$ cat src/rtl/assert_macros.svh
// assertion helpers shared by the rtl, clocked on clk and held off during rst
`ifndef ASSERT_MACROS_SVH
`define ASSERT_MACROS_SVH

// same-cycle implication
`define SPC_ASSERT_IMPL(label, ante, cons) \
  label: assert property (@(posedge clk) disable iff (rst) (ante) |-> (cons)) \
    else $error("spc assertion failed");

// next-cycle implication
`define SPC_ASSERT_NEXT(label, ante, cons) \
  label: assert property (@(posedge clk) disable iff (rst) (ante) |=> (cons)) \
    else $error("spc assertion failed");

`endif

$ cat src/rtl/spc_pkg.sv
package spc_pkg;

  localparam int COORD_W = 32;
  localparam int SIZE_W  = COORD_W - 1;
  localparam int DIFF_W  = COORD_W + 1;
  localparam int SQ_W    = 2 * COORD_W;
  localparam int SUM_W   = 2 * COORD_W + 2;
  localparam int ROOT_W  = COORD_W + 1;
  localparam int QUO_W   = 15;
  localparam int NORM_W  = 16;
  localparam int DEPTH_W = 32;
  localparam int REM_W   = ROOT_W + 1;
  localparam int DIV_STAGES = QUO_W;

  localparam int IN_DATA_W  = 320;
  localparam int OUT_DATA_W = 64;

  localparam logic signed [NORM_W-1:0] ONE_Q14 = 16'sd16384;

  typedef enum logic [1:0] {
    OP_CC = 2'd0,
    OP_CR = 2'd1,
    OP_RC = 2'd2,
    OP_RR = 2'd3
  } op_t;

  // one pair in flight through the back end
  typedef struct packed {
    logic                      circle;
    logic                      hit;
    logic                      neg_x;
    logic                      neg_y;
    logic                      dist_zero;
    logic [COORD_W-1:0]        mag_x;
    logic [COORD_W-1:0]        mag_y;
    logic [COORD_W-1:0]        radius;
    logic signed [NORM_W-1:0]  nx;
    logic signed [NORM_W-1:0]  ny;
    logic [DEPTH_W-1:0]        depth;
  } ctx_t;

endpackage

$ cat src/rtl/spc_queue.sv
`include "assert_macros.svh"

module spc_queue import spc_pkg::*; (
  input  logic clk,
  input  logic rst,
  input  logic push,
  input  ctx_t push_ctx,
  input  logic pop,
  output logic full,
  output logic valid,
  output ctx_t head
);

  ctx_t       mem [2];
  logic [1:0] cnt;
  logic       wptr, rptr;

  assign full  = (cnt == 2'd2);
  assign valid = (cnt != 2'd0);
  assign head  = mem[rptr];

  always_ff @(posedge clk) begin
    if (rst) begin
      cnt  <= '0;
      wptr <= 1'b0;
      rptr <= 1'b0;
    end else begin
      if (push) wptr <= !wptr;
      if (pop)  rptr <= !rptr;
      cnt <= cnt + 2'(push) - 2'(pop);
    end
  end

  always_ff @(posedge clk) begin
    if (push) begin
      mem[wptr] <= push_ctx;
    end
  end

  `SPC_ASSERT_NEXT(q_fill_step, push && !pop, cnt == $past(cnt) + 2'd1)

endmodule

$ cat config.mk
export PLATFORM = sky130hd
export DESIGN_NAME = spc_queue
export DESIGN_NICKNAME = d
export VERILOG_FILES = /design/src/rtl/spc_pkg.sv /design/src/rtl/spc_queue.sv
export VERILOG_INCLUDE_DIRS = /design/src /design/src/rtl
export SDC_FILE = /design/constraint.sdc
export NUM_CORES = 1
export LEC_CHECK = 0
export BUFFER_PORTS_ARGS = -buffer_cell sky130_fd_sc_hd__clkbuf_2
export CORE_UTILIZATION = 52
export DETAILED_ROUTE_END_ITERATION = 6
export PLACE_DENSITY = 0.79
export SYNTH_ARGS = -nofsm -noshare
export SYNTH_HDL_FRONTEND = slang
export SYNTH_SLANG_ARGS = --single-unit
export TNS_END_PERCENT = 10
$ cat constraint.sdc
create_clock -name clk -period 13.9 [get_ports clk]
set_input_delay 3.475 -clock clk [delete_from_list [all_inputs] [get_ports clk]]
set_output_delay 3.475 -clock clk [all_outputs]
set_load 0.02 [all_outputs]
==> metrics <==
outcome finished, final reports clean; Crit Path Class register to output pin; Fillers 1533; cell count along the critical path 3; Core Util, Final 0.6664; total CTS buffers 34; area of the mapped netlist 12180 sq um; total power 2.335 mW; max-cap viol count 0; CTS tree done; met3 wire len 2107 um; Antenna Violating Nets Remaining 0; Synth top area share 0.8134; clk slew on worst S/H paths 0.05 ns; drt wl/cell 18.38 um; reg2reg start wptr$_SDFFE_PP0P_; WP buf/inv 2; synthesis-stage register bit count 335; worst vdd ir between 0.1 and 0.15 mV; Mapped Nets about 710; Reg2Reg Setup Slack 11.79 ns; largest area contributor in the synthesized netlist edfxtp_1; Vert. Die Dim 155.1 um; Ports approximately 340; Iter 0 DRT Violations 333; full die area 24050 sq um; final WL 22600 um; vias in the first global route between 6k and 7k; Worst setup EP type output pin; Slew Viols, Final 0; post-synthesis instance total between 500 and 600; post-synthesis xor/xnor area fraction 0.003286; die width between 150 and 200 um; Compound-Gate Fraction of Synth Area 0; Post-Synth Simple-Gate Area 0.003800; top sig layer met4; Cells after DPL around 1.2k; Required @ worst endpoint approximately 10 ns; endpoints failing setup 0; syn avg cell area about 23 sq um; setup ws final 7.859 ns; number of diodes 0; pwr dens roughly 150 nW/um^2; Reg area ~10000 sq um; Netlist cell types 13; post-synthesis mux area share 0.1525; TritonCTS Sinks 335; start point of the worst hold path rptr$_SDFFE_PP0P_; detailed placer's ending HPWL 14900 um; Starting Density 0.5349; Max clock buf depth 3; Area Growth Syn to Fin 24.59%; crit path max-delay cell type buf_4; area of the multi-input gates 1979 sq um; adder-cell share of the synthesized area 0.002054; Post-CTS Hold Fix Bufs 0; RSZ-0062 raised after global routing false; largest net degree at the start of global routing 78; fin crit share 0.4346; setup TNS 0 ns; antenna violations before repair 0; CP max stage delay a little over 0.8 ns; Min-Delay Path Class register to register; Pre-antenna DRT Iters 4; post-CTS setup buffer count 0; Rows 55; routed via count about 6.2k; share of layout cells above drive strength 1 0.6059; CP startpoint kind register; core footprint 22780 sq um; Critical Path AT 2.57 ns; combinational family with the most area after synthesis multiplexers; critical-path cell list buf_4 -> mux2_2 -> clkbuf_2; max-slew headroom at the worst pin 0.2987; Post-CTS Resized 0; H-tree depth 2; Period minus WS final 6.041 ns; pre-CTS WS 8.357 ns; routed vias/inst roughly 5; top cells by area, synth edfxtp_1 (81%), mux2_2 (15%), buf_6 (1.6%), dfxtp_1 (0.82%), ha_1 (0.21%); clk_lat worst skew 0.50 ns; Final GP Congestion 0.7397; first-pass GRT wire length 33510 um; root buf cell clkbuf_16; drt drc 0; R2R Path End mem[1][93]$_DFFE_PP_; yosys warns 0; Slew @ Worst Pin approximately 1.1 ns; clock skew 0.009923 ns; r2r worst-path depth 2; grt ovf 0; sequential area share after synthesis 0.8216; WHS Path Cells 2; met2 wire length 11540 um; Max Fanout on Critical Path between 70 and 80; Crit path max-delay family buffers and inverters; Total GRT Usage 0.1838; I/O Buffers 335; Fmax roughly 0.17 GHz; Finished Layout Cells 1229; final hold viol count 0; Met1 Wirelength 8301 um; nets 1064; LEAKAGE 5.768 nW
-- synth_stat cells --
master,n
buf_6,17
or2_2,1
nor2b_1,3
xnor2_1,2
buf_2,1
edfxtp_1,330
nor2_1,4
and2_1,1
xnor3_1,1
mux2_2,165
inv_1,2
dfxtp_1,5
ha_1,2
-- final cells by class --
type                            instances  area share
Sequential cell                       335      0.6597
Inverter                                2   0.0004946
Clock buffer                           49     0.06529
Timing Repair Buffer                  341      0.1134
Multi-Input combinational cell        179      0.1304
Tap cell                              313     0.02580
Clock inverter                         10    0.004864
-- cells by family (layout without fill, tap and decap cells) --
| family | Yosys count | count (layout) |
|---|---|---|
| buffers and inverters | 20 | 402 |
| adder cells (fa/ha/maj) | 2 | 2 |
| XOR/XNOR | 3 | 3 |
| multiplexers | 165 | 165 |
| AND/OR/NAND/NOR | 9 | 9 |
| flip-flops | 335 | 335 |
-- state kept, by name (all words and copies together), names as in the netlist, named ones only --
name	cells
mem	330
rptr	1
wptr	1
cnt	2
-- per-layer routing --
metal | track usage | up-vias
met3 | 0.06045 | 48
met4 | 0.07449 | 0
met1 | 0.2070 | 3066
met2 | 0.3224 | 270
met5 | 0 | -
li1 | - | 2839
-- worst reg2reg max path, cell delays in order (launching register included) --
cell	delay, ns
dfxtp_1	0.40
and2_4	0.41
buf_4	0.84
-- power by group --
part | internal, mW | switching (mW)
Clock | 0.513 | 0.344
Sequential | 1.18 | 0.0174
Combinational | 0.110 | 0.168
-- worst max path at each step --
stage             start             endpoint
3_3_place_gp   register             head[66]
6_report       register             head[72]
4_1_cts        register             head[66]
5_1_grt        register             head[90]
3_5_place_dp   register             head[66]
2_1_floorplan      push  mem[0][0]$_DFFE_PP_
-- metrics by stage --
step	hold WS, ns	cell area [sq um]
5_1_grt	0.5516	15180
2_1_floorplan	0.4799	12180
3_3_place_gp	0.4947	14110
3_5_place_dp	0.4965	14110
4_1_cts	0.5095	15180
6_report	0.5056	15180
-- cell usage in the layout (no fill, tap or decap), drive strengths merged --
cell type	count
clkbuf	384
edfxtp	330
mux2	165
clkinv	9
buf	6
dfxtp	5
nor2	4
nor2b	3
inv	2
xnor2	2
ha	2
or2	1
and2	1
xnor3	1
bufinv	1
(Power assumes the default switching activity.)
