===== config.mk =====
export PLATFORM = sky130hd
export DESIGN_NAME = spc_front
export DESIGN_NICKNAME = d
export VERILOG_FILES = /design/src/rtl/assert_macros.svh /design/src/rtl/spc_pkg.sv /design/src/rtl/spc_front.sv
export SDC_FILE = /design/constraint.sdc
export NUM_CORES = 1
export LEC_CHECK = 0
export ABC_AREA = 1
export BUFFER_PORTS_ARGS = -buffer_cell sky130_fd_sc_hd__buf_4
export CELL_PAD_IN_SITES_DETAIL_PLACEMENT = 0
export CELL_PAD_IN_SITES_GLOBAL_PLACEMENT = 2
export CORE_UTILIZATION = 32
export DETAILED_ROUTE_END_ITERATION = 8
export PLACE_DENSITY_LB_ADDON = 0.1
export REMOVE_ABC_BUFFERS = 1
export SLEW_MARGIN = 10
export SYNTH_ARGS = -nofsm -noshare
export SYNTH_HDL_FRONTEND = slang
export SYNTH_SLANG_ARGS = --single-unit

===== constraint.sdc =====
create_clock -name clk -period 11.9 [get_ports clk]
set_input_delay 2.38 -clock clk [delete_from_list [all_inputs] [get_ports clk]]
set_output_delay 2.38 -clock clk [all_outputs]
set_load 0.005 [all_outputs]

===== src/rtl/assert_macros.svh =====
// assertion helpers shared by the rtl, clocked on clk and held off during rst
`ifndef ASSERT_MACROS_SVH
`define ASSERT_MACROS_SVH

// same-cycle implication
`define SPC_ASSERT_IMPL(label, ante, cons) \
  label: assert property (@(posedge clk) disable iff (rst) (ante) |-> (cons)) \
    else $error("spc assertion failed");

// next-cycle implication
`define SPC_ASSERT_NEXT(label, ante, cons) \
  label: assert property (@(posedge clk) disable iff (rst) (ante) |=> (cons)) \
    else $error("spc assertion failed");

`endif


===== src/rtl/spc_pkg.sv =====
package spc_pkg;

  localparam int COORD_W = 32;
  localparam int SIZE_W  = COORD_W - 1;
  localparam int DIFF_W  = COORD_W + 1;
  localparam int SQ_W    = 2 * COORD_W;
  localparam int SUM_W   = 2 * COORD_W + 2;
  localparam int ROOT_W  = COORD_W + 1;
  localparam int QUO_W   = 15;
  localparam int NORM_W  = 16;
  localparam int DEPTH_W = 32;
  localparam int REM_W   = ROOT_W + 1;
  localparam int DIV_STAGES = QUO_W;

  localparam int IN_DATA_W  = 320;
  localparam int OUT_DATA_W = 64;

  localparam logic signed [NORM_W-1:0] ONE_Q14 = 16'sd16384;

  typedef enum logic [1:0] {
    OP_CC = 2'd0,
    OP_CR = 2'd1,
    OP_RC = 2'd2,
    OP_RR = 2'd3
  } op_t;

  // one pair in flight through the back end
  typedef struct packed {
    logic                      circle;
    logic                      hit;
    logic                      neg_x;
    logic                      neg_y;
    logic                      dist_zero;
    logic [COORD_W-1:0]        mag_x;
    logic [COORD_W-1:0]        mag_y;
    logic [COORD_W-1:0]        radius;
    logic signed [NORM_W-1:0]  nx;
    logic signed [NORM_W-1:0]  ny;
    logic [DEPTH_W-1:0]        depth;
  } ctx_t;

endpackage


===== src/rtl/spc_front.sv =====
module spc_front import spc_pkg::*; (
  input  logic                      clk,
  input  logic                      rst,
  input  logic                      in_valid,
  output logic                      in_ready,
  input  op_t                       op,
  input  logic signed [COORD_W-1:0] a_x,
  input  logic signed [COORD_W-1:0] a_y,
  input  logic [SIZE_W-1:0]         a_radius,
  input  logic [SIZE_W-1:0]         a_width,
  input  logic [SIZE_W-1:0]         a_height,
  input  logic signed [COORD_W-1:0] b_x,
  input  logic signed [COORD_W-1:0] b_y,
  input  logic [SIZE_W-1:0]         b_radius,
  input  logic [SIZE_W-1:0]         b_width,
  input  logic [SIZE_W-1:0]         b_height,
  input  logic                      q_full,
  output logic                      out_valid,
  output ctx_t                      out_ctx
);

  logic signed [DIFF_W-1:0] dx, dy, px, py, hx, hy, ex, ey;
  logic [SIZE_W-1:0]        w_sel, h_sel;
  logic [DIFF_W-1:0]        mex, mey, adx, ady;
  logic [COORD_W-1:0]       rad;
  logic                     neg;
  logic [COORD_W-1:0]       sum_w, sum_h;
  logic signed [DIFF_W:0]   xo, yo;
  ctx_t                     ctx_next;

  assign dx = DIFF_W'(a_x) - DIFF_W'(b_x);
  assign dy = DIFF_W'(a_y) - DIFF_W'(b_y);

  // circle side: offset, clamp box and radius per shape pair
  always_comb begin
    neg   = 1'b0;
    px    = dx;
    py    = dy;
    w_sel = '0;
    h_sel = '0;
    rad   = '0;
    unique case (op)
      OP_CC: begin
        rad = COORD_W'(a_radius) + COORD_W'(b_radius);
      end
      OP_CR: begin
        w_sel = b_width;
        h_sel = b_height;
        rad   = COORD_W'(a_radius);
      end
      OP_RC: begin
        neg   = 1'b1;
        px    = -dx;
        py    = -dy;
        w_sel = a_width;
        h_sel = a_height;
        rad   = COORD_W'(b_radius);
      end
      OP_RR: begin
        rad = '0;
      end
      default: rad = '0;
    endcase
  end

  assign hx = $signed({{(DIFF_W-SIZE_W+1){1'b0}}, w_sel[SIZE_W-1:1]});
  assign hy = $signed({{(DIFF_W-SIZE_W+1){1'b0}}, h_sel[SIZE_W-1:1]});

  // offset from the nearest box point to the circle centre
  always_comb begin
    if (px > hx) begin
      ex = px - hx;
    end else if (px < -hx) begin
      ex = px + hx;
    end else begin
      ex = '0;
    end
    if (py > hy) begin
      ey = py - hy;
    end else if (py < -hy) begin
      ey = py + hy;
    end else begin
      ey = '0;
    end
  end

  assign mex = ex[DIFF_W-1] ? DIFF_W'(-ex) : DIFF_W'(ex);
  assign mey = ey[DIFF_W-1] ? DIFF_W'(-ey) : DIFF_W'(ey);
  assign adx = dx[DIFF_W-1] ? DIFF_W'(-dx) : DIFF_W'(dx);
  assign ady = dy[DIFF_W-1] ? DIFF_W'(-dy) : DIFF_W'(dy);

  // box against box overlaps
  assign sum_w = COORD_W'(a_width) + COORD_W'(b_width);
  assign sum_h = COORD_W'(a_height) + COORD_W'(b_height);
  assign xo = $signed({3'b000, sum_w[COORD_W-1:1]}) - $signed({1'b0, adx});
  assign yo = $signed({3'b000, sum_h[COORD_W-1:1]}) - $signed({1'b0, ady});

  always_comb begin
    ctx_next           = '0;
    ctx_next.circle    = (op != OP_RR);
    ctx_next.neg_x     = ex[DIFF_W-1] ^ neg;
    ctx_next.neg_y     = ey[DIFF_W-1] ^ neg;
    ctx_next.mag_x     = mex[COORD_W-1:0];
    ctx_next.mag_y     = mey[COORD_W-1:0];
    ctx_next.radius    = rad;
    if (op != OP_RR) begin
      ctx_next.hit = (mex <= DIFF_W'(rad)) && (mey <= DIFF_W'(rad));
    end else if (xo > 0 && yo > 0) begin
      ctx_next.hit = 1'b1;
      if (xo < yo) begin
        ctx_next.nx    = (!dx[DIFF_W-1] && dx != 0) ? ONE_Q14 : -ONE_Q14;
        ctx_next.depth = xo[DEPTH_W-1:0];
      end else begin
        ctx_next.ny    = (!dy[DIFF_W-1] && dy != 0) ? ONE_Q14 : -ONE_Q14;
        ctx_next.depth = yo[DEPTH_W-1:0];
      end
    end
  end

  assign in_ready = !out_valid || !q_full;

  always_ff @(posedge clk) begin
    if (rst) begin
      out_valid <= 1'b0;
    end else if (in_ready) begin
      out_valid <= in_valid;
    end
  end

  always_ff @(posedge clk) begin
    if (in_ready && in_valid) begin
      out_ctx <= ctx_next;
    end
  end

endmodule


==> flow_metrics.tcl <==
set metrics [dict create \
    outcome "complete, no violations" \
    fillers 12860 \
    clk_path_buf_depth 2 \
    dp_cells 8000 \
    antenna_left 0 \
    cts_buffers 17 \
    io_pins 487 \
    seq_power_share 0.106 \
    crit_slowest_cell "or4_4" \
    dr.pass1.iters 6 \
    crit_path_max_incr_delay_ns 0.49 \
    worstMarginPinSlew_ns 1.234 \
    intPower_uw 3005 \
    startpoint_type "input port" \
    clk_latency_ns 0.48 \
    cp_common_cell "nand2_1" \
    hold_violations 0 \
    setup_viol 0 \
    combPwrFrac 0.814 \
    die_area_mm2 0.1163 \
    drc 0 \
    p_sw_frac 0.5772 \
    synth_area_leaders "ha_1, nand2_1, edfxtp_1, inv_1, xor2_1" \
    power.density_mw_per_mm2 166.1 \
    switchingPower_uw 4102 \
    worstSetupPathType "in -> reg" \
    io_buffers 457 \
    p_clk_frac 0.080 \
    overflow 0 \
    row_count 124 \
    top_usage_layer "met2" \
    synth_common_cells "nand2_1, inv_1, ha_1" \
    cp.required_ns 12.24 \
    clk_pin_slew_ns 0.07 \
    hold_path_depth 2 \
    crit_buf_inv 9 \
    area_growth_pct 16.25 \
    gr-usage-met1 0.3721 \
    whs_ns 0.5526 \
    synthDominantCellAreaShare 0.1741 \
    netlist_area_mm2 0.03680 \
    cp_top_family "simple AND/OR/NAND/NOR gates" \
    slew_headroom 0.1685 \
    regToRegSetupSlack_ns 9.43 \
    post-route-util 0.3746 \
    whs_endpoint "out_valid$_SDFFE_PP0N_" \
    report.final.slew_viol_count 0 \
    min_period_ns 11.11 \
    grt.total_usage 0.2636 \
    avgSynthCellArea_um2 6.047 \
    cts_tree "done" \
    wl_per_cell_um 19.63 \
    synth_seq_cells 137 \
    hold_start "out_valid$_SDFFE_PP0N_" \
    power_uw 7106 \
    yosys.cell_types.count 67 \
    grt_max_degree 55 \
    fin_skew_ns 0.01734 \
    rr_endpoint "out_ctx[25]$_SDFFCE_PP0P_" \
    drive_gt1_frac 0.1206 \
    yosysWarnings 0 \
    nNetsFinal 7354 \
    synth-main-ff-cell "edfxtp_1" \
    ir_drop_v 0.0001276 \
    reg2regPathDepth 2 \
    cp-end-kind "flop" \
    die_w_um 341.1 \
    grt_first_pass_wirelength_mm 236.3 \
    fin_crit_sh 0.9339 \
    max-cap-violations 0 \
    critPathArrivalTime_ns 11.45 \
    fmax_ghz 0.08998 \
    ys_seq_area_frac 0.1115 \
    use_met3 0.02072 \
    coreArea_mm2 0.1142 \
    gr-usage-met2 0.4415 \
    yosysMostFrequentCell "nand2_1" \
    r2r-start "out_valid$_SDFFE_PP0N_" \
    synthCells 6085 \
    vias 40290 \
    synth_top_area_cell "ha_1" \
    synth_edf_count 136 \
    synth-async-reset-ratio 0 \
    antenna_found_initial 1 \
    gp_congestion 0.9373 \
    p_leak_uw 0.02299 \
    initial_core_util 0.3222 \
    die_y_um 341.1 \
    htreeDepth 4 \
    min_path_type "reg -> reg" \
    via_per_inst 5.014 \
    dp.final_hpwl_mm 139.0 \
    grt_pass1_vias 39070 \
    cts_root_buf "clkbuf_16" \
    clkSinkCount 137 \
    first_iter_violations 2616 \
    rsz0062_at_grt "no" \
    path_max_fanout 10 \
    cts_hold_buf 0 \
    instances_no_fill 8037 \
    wirelength_mm 157.7 \
]
cell families (layout without fill, tap and decap cells):
| group | Yosys count | after routing | synth area share |
|---|---|---|---|
| simple gates | 2869 | 2869 | 0.3352 |
| xor+xnor | 332 | 332 | 0.07903 |
| buf+inv | 1127 | 1537 | 0.1214 |
| fa+ha+maj | 523 | 523 | 0.1801 |
| other cells | 1 | 31 | 0.0001019 |
| compound gates | 1096 | 1096 | 0.1726 |
| flops | 137 | 137 | 0.1115 |
layer usage:
metal | vias up | part of all wire
li1 | 20790 | -
met1 | 18490 | 0.49
met2 | 924 | 0.45
met3 | 90 | 0.040
met4 | 0 | 0.015
met5 | - | 0
cell usage in the layout (no fill, tap or decap), drive strengths merged, types with 2 or more instances in the layout:
| master | Yosys | final |
|---|---|---|
| clkinv | 5 | 10 |
| ha | 512 | 512 |
| a21boi | 30 | 30 |
| or4 | 2 | 2 |
| fa | 11 | 11 |
| a221oi | 9 | 9 |
| nor4 | 26 | 26 |
| nand2 | 1740 | 1740 |
| nor2 | 489 | 489 |
| o211ai | 26 | 26 |
| nand3b | 19 | 19 |
| o21ai | 353 | 353 |
| o2111ai | 3 | 3 |
| conb | 1 | 30 |
| nand3 | 299 | 299 |
| and2 | 10 | 10 |
| xor2 | 284 | 284 |
| a31oi | 27 | 27 |
| xnor2 | 48 | 48 |
| a21oi | 470 | 470 |
| nor3 | 80 | 80 |
| a22o | 68 | 68 |
| a211oi | 15 | 15 |
| buf | 79 | 551 |
| o21a | 15 | 15 |
| o31ai | 8 | 8 |
| o21bai | 21 | 21 |
| inv | 949 | 956 |
| bufinv | 0 | 2 |
| edfxtp | 136 | 136 |
| a21o | 18 | 18 |
| a221o | 18 | 18 |
| or2 | 51 | 51 |
| clkbuf | 94 | 17 |
| nand4 | 147 | 147 |
| and3 | 3 | 3 |
| o221ai | 8 | 8 |
registers in the layout, summed over array words and instances (netlist names):
register   count
out_valid      1
out_ctx      136
cell type report:
| class | instances | area [µm²] | area share |
|---|---|---|---|
| antenna | 1 | 2.502 | 0.00005850 |
| tap | 1512 | 1892 | 0.04423 |
| timing repair buffer | 551 | 4169 | 0.09747 |
| inverter | 954 | 3585 | 0.08381 |
| clock inverter | 15 | 163.9 | 0.003832 |
| sequential | 137 | 4104 | 0.09595 |
| multi-input combinational | 4850 | 28430 | 0.6647 |
| clock buffer | 17 | 425.4 | 0.009946 |
through the flow:
step / setup TNS [ns] / area, µm² / setup WS [ns]
floorplan: -2.333 / 36020 / -1.563
global placement: -0.04894 / 42090 / -0.04894
detailed placement: 0 / 42090 / 0.004014
CTS: 0 / 42680 / 0.4324
global route: 0 / 42770 / 0.01493
finish: 0 / 42770 / 0.7861
repair_timing:
action / CTS / global route
gates resized for setup: 0 / 18
endpoints found under the setup margin: 0 / 1
buffers inserted: 0 / 4
tightest hold or removal path, delay by kind of cell (launching register included):
family | cells | cell delay (ns)
DFF | 1 | 0.35
and+or+nand+nor | 1 | 0.10
AOI/OAI and AO/OA | 1 | 0.06
worst max path at each step:
stage / slack (ns) / endpoint / start / cells after the start
6_report: 0.79 / out_ctx[163]$_DFFE_PP_ / a_x[6] / 57
5_1_grt: 0.01 / out_ctx[163]$_DFFE_PP_ / a_x[0] / 61
4_1_cts: 0.43 / out_ctx[163]$_DFFE_PP_ / a_x[5] / 58
3_5_place_dp: 0.004 / out_ctx[163]$_DFFE_PP_ / a_x[5] / 59
3_3_place_gp: -0.05 / out_ctx[163]$_DFFE_PP_ / a_x[5] / 59
2_1_floorplan: -1.56 / out_ctx[163]$_DFFE_PP_ / op[0] / 38
power by group through the flow:
stage	logic (µW)	registers (µW)	clock network, µW
floorplan	3760	751	0
global placement	5740	771	0
detailed placement	5740	768	0
CTS	5770	759	577
global route	6500	763	591
finish	5780	756	569
(Power assumes the default switching activity.)
